File: config.mk
export PLATFORM = sky130hd
export DESIGN_NAME = rhc_fifo
export DESIGN_NICKNAME = d
export VERILOG_FILES = /design/src/rtl/core/rhc_pkg.sv /design/src/rtl/core/rhc_fifo.sv
export SDC_FILE = /design/constraint.sdc
export NUM_CORES = 1
export LEC_CHECK = 0
export ABC_AREA = 1
export ABC_CLOCK_PERIOD_IN_PS = 4600
export BUFFER_PORTS_ARGS = -buffer_cell sky130_fd_sc_hd__buf_2
export CAP_MARGIN = 15
export CORE_MARGIN = 4
export CORE_UTILIZATION = 35
export CTS_BUF_LIST = sky130_fd_sc_hd__clkbuf_2
export CTS_CLUSTER_SIZE = 28
export DETAILED_ROUTE_END_ITERATION = 16
export GPL_ROUTABILITY_DRIVEN = 1
export PLACE_DENSITY = 0.58
export SLEW_MARGIN = 20
export SYNTH_ARGS = -nofsm -noshare
export SYNTH_HDL_FRONTEND = slang
export SYNTH_SLANG_ARGS = --single-unit
export TNS_END_PERCENT = 20
File: constraint.sdc
create_clock -name clk -period 4.6 [get_ports clk]
set_clock_uncertainty 0.15 [all_clocks]
set_input_delay 1.38 -clock clk [delete_from_list [all_inputs] [get_ports clk]]
set_output_delay 1.38 -clock clk [all_outputs]
set_load 0.02 [all_outputs]
File: src/rtl/core/rhc_pkg.sv
// ----------------------------------------------------------------------------
// rhc_pkg
// Types, constants and the reciprocal table of the RGB/HSL converter.
// ----------------------------------------------------------------------------
`default_nettype none

package rhc_pkg;

	localparam int HUE_FRAC_BITS  = 6;
	localparam int UNIT_FRAC_BITS = 12;
	localparam int UNIT_ONE       = 1 << UNIT_FRAC_BITS;
	localparam int HUE_60         = 60 << HUE_FRAC_BITS;
	localparam int HUE_360        = 360 << HUE_FRAC_BITS;
	localparam int RECIP_SHIFT    = 24;
	localparam int FIFO_DEPTH     = 4;

	typedef enum logic {
		DIR_RGB2HSL = 1'b0,
		DIR_HSL2RGB = 1'b1
	} dir_t;

	localparam logic REG_DIRECTION = 1'b0;

	typedef struct packed {
		logic [7:0]  in_red;
		logic [7:0]  in_green;
		logic [7:0]  in_blue;
		logic [14:0] in_hue;
		logic [12:0] in_sat;
		logic [12:0] in_light;
	} pix_in_t;

	typedef struct packed {
		logic [7:0]  out_red;
		logic [7:0]  out_green;
		logic [7:0]  out_blue;
		logic [14:0] out_hue;
		logic [12:0] out_sat;
		logic [12:0] out_light;
		logic        range_error;
	} pix_out_t;

	typedef struct packed {
		dir_t        dir;
		logic        err;
		logic [23:0] nh;
		logic [23:0] ns;
		logic [23:0] nl;
		logic [7:0]  c;
		logic [7:0]  d;
		logic [24:0] cs;
		logic [12:0] l;
		logic [11:0] w;
		logic [2:0]  sector;
	} item_t;

	typedef struct packed {
		logic full;
		logic empty;
	} fifo_stat_t;

	typedef logic [24:0] recip_tab_t [256];

	function automatic logic [24:0] recip_of(input int dv);
		logic [25:0] rem;
		logic [24:0] q;
		rem = '0;
		q = '0;
		for (int i = RECIP_SHIFT; i >= 0; i--) begin
			rem = {rem[24:0], (i == RECIP_SHIFT)};
			if (dv != 0 && rem >= 26'(dv)) begin
				rem = rem - 26'(dv);
				q[i] = 1'b1;
			end
		end
		return q;
	endfunction

	function automatic recip_tab_t build_recip();
		recip_tab_t tab;
		for (int k = 0; k < 256; k++) begin
			tab[k] = recip_of(k);
		end
		return tab;
	endfunction

	localparam recip_tab_t  RECIP_TAB = build_recip();
	localparam logic [24:0] RECIP_510 = recip_of(510);

endpackage

`default_nettype wire

File: src/rtl/core/rhc_fifo.sv
// ----------------------------------------------------------------------------
// rhc_fifo
// Short queue between the front and back ends.
// ----------------------------------------------------------------------------
`default_nettype none

module rhc_fifo (
	input  wire logic                clk,
	input  wire logic                arst_n,
	input  wire logic                push,
	input  wire rhc_pkg::item_t      push_item,
	input  wire logic                pop,
	output rhc_pkg::item_t           pop_item,
	output rhc_pkg::fifo_stat_t      stat
);

	localparam int AW = $clog2(rhc_pkg::FIFO_DEPTH);

	rhc_pkg::item_t mem [rhc_pkg::FIFO_DEPTH];
	logic [AW-1:0]  wr_q, rd_q;
	logic [AW:0]    cnt_q;

	assign stat.full  = (cnt_q == (AW+1)'(rhc_pkg::FIFO_DEPTH));
	assign stat.empty = (cnt_q == '0);
	assign pop_item   = mem[rd_q];

	always_ff @(posedge clk or negedge arst_n) begin
		if (!arst_n) begin
			wr_q  <= '0;
			rd_q  <= '0;
			cnt_q <= '0;
		end else begin
			if (push) wr_q <= wr_q + 1'b1;
			if (pop) rd_q <= rd_q + 1'b1;
			if (push && !pop) cnt_q <= cnt_q + 1'b1;
			else if (pop && !push) cnt_q <= cnt_q - 1'b1;
		end
	end

	always_ff @(posedge clk) begin
		if (push) begin
			mem[wr_q] <= push_item;
		end
	end

endmodule

`default_nettype wire

==> results.sh <==
export IMPL_tightest_slew_ns=0.852
export IMPL_multiInputGateArea_um2=4230
export IMPL_max_slew_margin_pct=43.2
export IMPL_p_sw_share_pct=40.5
export IMPL_clkSlewWorstSetupHoldPaths_ns=0.08
export IMPL_status="finished, final reports clean"
export IMPL_slew_violations=0
export IMPL_drv_cap=0
export IMPL_chipHeight_um=268
export IMPL_start_kind="register"
export IMPL_peakVddDrop_uv=391
export IMPL_hold_path_startpoint="push_item[126]"
export IMPL_grt_pass1_wl_um=85100
export IMPL_drc=0
export IMPL_clock_latency_ns=1.26
export IMPL_yosys_top_cells_area="edfxtp_1 73%, o211ai_1 7.3%, nand2_1 7.0%, inv_1 4.7%, o211ai_2 3.0%"
export IMPL_crit_fanout=16
export IMPL_reg2reg_depth=5
export IMPL_place_area_um2=25700
export IMPL_cp_required_ns=3.07
export IMPL_io_pins=292
export IMPL_cts_root_buf="clkbuf_2"
export IMPL_min_period_over_period_pct=93.3
export IMPL_vias=14610
export IMPL_via_per_inst=4.52
export IMPL_synthTopCellsByCount="572 x edfxtp_1, 442 x nand2_1, 297 x inv_1"
export IMPL_grt_ovfl_total=0
export IMPL_wire_per_inst_um=17.1
export IMPL_pwr_share_comb_pct=41.1
export IMPL_grt_usage_pct=15.5
export IMPL_r2r_start="wr_q[1]"
export IMPL_ys_flop_type="edfxtp_1"
export IMPL_whs_path_depth=1
export IMPL_regArea_um2=17400
export IMPL_clock_path_buffers=3
export IMPL_syn_nets=1869
export IMPL_drt_iter0_drc=703
export IMPL_grt_pass1_vias=15447
export IMPL_ys_seq_area_share_pct=73.5
export IMPL_place_hpwl_um=30300
export IMPL_nets=2403
export IMPL_netSwitchingPower_mw=7.35
export IMPL_port_buffers=291
export IMPL_synthCells=1716
export IMPL_synthToLayoutAreaGrowth_pct=21.9
export IMPL_period_needed_ns=4.29
export IMPL_whs_endpoint="mem[1][126]"
export IMPL_ant_nets=0
export IMPL_yosysWarnings=0
export IMPL_n_fill_cell=6128
export IMPL_htreeDepth=4
export IMPL_syn_avg_cell_area_um2=13.8
export IMPL_worstSetupPathType="reg2out"
export IMPL_core_area_um2=66300
export IMPL_intPower_mw=10.8
export IMPL_cts_tree="built"
export IMPL_die_x_um=268
export IMPL_p_total_mw=18.1
export IMPL_numCtsBuffers=153
export IMPL_syn_area_um2=23600
export IMPL_cp_data_arrival_time_ns=2.76
export IMPL_timing_rr_end="mem[1][67]"
export IMPL_cellPowerDensity_nw_per_um2=630
export IMPL_hold_viol=0
export IMPL_ys_seq_elements=579
export IMPL_hold_class="in2reg"
export IMPL_start_util_pct=35.6
export IMPL_design_area_um2=28800
export IMPL_clkPwrFrac_pct=19.6
export IMPL_synth_distinct_cells=20
export IMPL_max_freq_mhz=233
export IMPL_routed_wl_um=55200
export IMPL_synthArstFlopShare_pct=1.21
export IMPL_yosysTopAreaCell="edfxtp_1"
export IMPL_setup_viol=0
export IMPL_antenna_found_initial=9
export IMPL_routabilityCongestion=0.733
export IMPL_cts_sink_count=579
export IMPL_dr_pass1_iters=5
export IMPL_rows=94
export IMPL_synth_top_area_share_pct=72.8
export IMPL_dieArea_um2=71700
export IMPL_grt_max_degree=94
export IMPL_layout_drive_gt1_share_pct=27.0
export IMPL_synth_edf_count=572
export IMPL_worstSetupEndpointType="primary output"
export IMPL_reg2reg_slack_ns=2.42
export IMPL_leakage_nw=11.8
export IMPL_seq_power_share_pct=39.3
export IMPL_yosysMostFrequentCell="edfxtp_1"
-- what timing repair did --
item	in CTS	in global routing
buffers inserted	8	0
setup endpoints to repair	141	0
hold buffers	142	0
endpoints found under the hold margin	557	0
gates resized for setup	17	0
-- layout make-up --
cell class,count,share of cell area (%)
Timing Repair Buffer,475,12.3
Antenna cell,10,0.0869
Multi-Input combinational cell,743,14.7
Clock buffer,228,3.96
Tap cell,864,3.76
Inverter,298,4.00
Sequential cell,579,60.3
Clock inverter,35,0.887
-- layout by cell type, fill, tap and decap left out, types with 3 or more instances in the layout --
master         count
inv_1            293
dlygate4sd3_1    142
diode_2           10
xor2_1             3
inv_6              3
nand2_1          442
clkinvlp_4         3
ha_1               5
edfxtp_1         572
clkinv_1          23
o211ai_1         230
buf_4             14
buf_6              7
dfrtp_1            5
inv_2              3
buf_12            14
o211ai_2          56
clkbuf_2         228
buf_16             6
buf_2            291
bufinv_16          4
-- how the worst max path moves through the flow --
stage	startpoint	slack (ns)	end	cells after the start
2_1_floorplan	push	-0.49	mem[2][0]	3
3_3_place_gp	rd_q[0]	1.28	pop_item[12]	5
3_5_place_dp	rd_q[0]	1.26	pop_item[45]	6
4_1_cts	rd_q[0]	0.005	pop_item[80]	7
5_1_grt	rd_q[0]	-0.07	pop_item[80]	7
6_report	rd_q[0]	0.31	pop_item[80]	7
-- per-stage QoR --
| step | setup slack (ns) | std cells | utilization (%) | hold slack, ns | setup TNS [ns] |
|---|---|---|---|---|---|
| floorplan | -0.490 | 1716 | - | 0.313 | -209.78 |
| global placement | 1.28 | 2805 | 38.7 | 0.347 | 0 |
| detailed placement | 1.26 | 2805 | 38.7 | 0.347 | 0 |
| CTS | 0.00503 | 3222 | 43.4 | 0.00119 | 0 |
| global route | -0.0664 | 3230 | 43.4 | 0.0153 | -0.988 |
| finish | 0.306 | 3232 | 43.4 | 0.257 | 0 |
-- registers in the layout (all words and copies together) (netlist names) --
name and cells:
cnt_q 3, wr_q 2, mem 572, rd_q 2
-- cell families after synthesis --
| family | after synthesis | synth area share, % |
|---|---|---|
| simple gates | 446 | 7.12 |
| compound gates | 287 | 10.3 |
| fa+ha+maj | 6 | 0.350 |
| flops | 579 | 73.5 |
| buf+inv | 394 | 8.56 |
| xor+xnor | 4 | 0.148 |
-- per-layer routing --
| metal | wire length (um) | share of wire, % | global-route usage, % |
|---|---|---|---|
| met5 | 12 | 0.022 | 0 |
| met1 | 22700 | 41 | 17.9 |
| met2 | 28000 | 51 | 26.9 |
| met4 | 1060 | 1.9 | 6.04 |
| met3 | 3400 | 6.2 | 4.93 |
-- worst max-delay path, stage by stage, from the launching register on --
cell and delay, ns:
dfrtp_4 0.53, buf_4 0.15, buf_4 0.13, buf_4 0.20
nand2_1 0.11, o211ai_2 0.08, nand2_1 0.12, buf_2 0.18
-- power by group through the flow --
stage | sequential (mW) | combinational, mW | clock [mW]
floorplan | 7.30 | 5.11 | 0
global placement | 7.27 | 7.02 | 0
global route | 7.21 | 8.17 | 4.04
finish | 7.13 | 7.44 | 3.55
CTS | 7.14 | 7.63 | 3.75
detailed placement | 7.30 | 7.11 | 0
(Power assumes the default switching activity.)
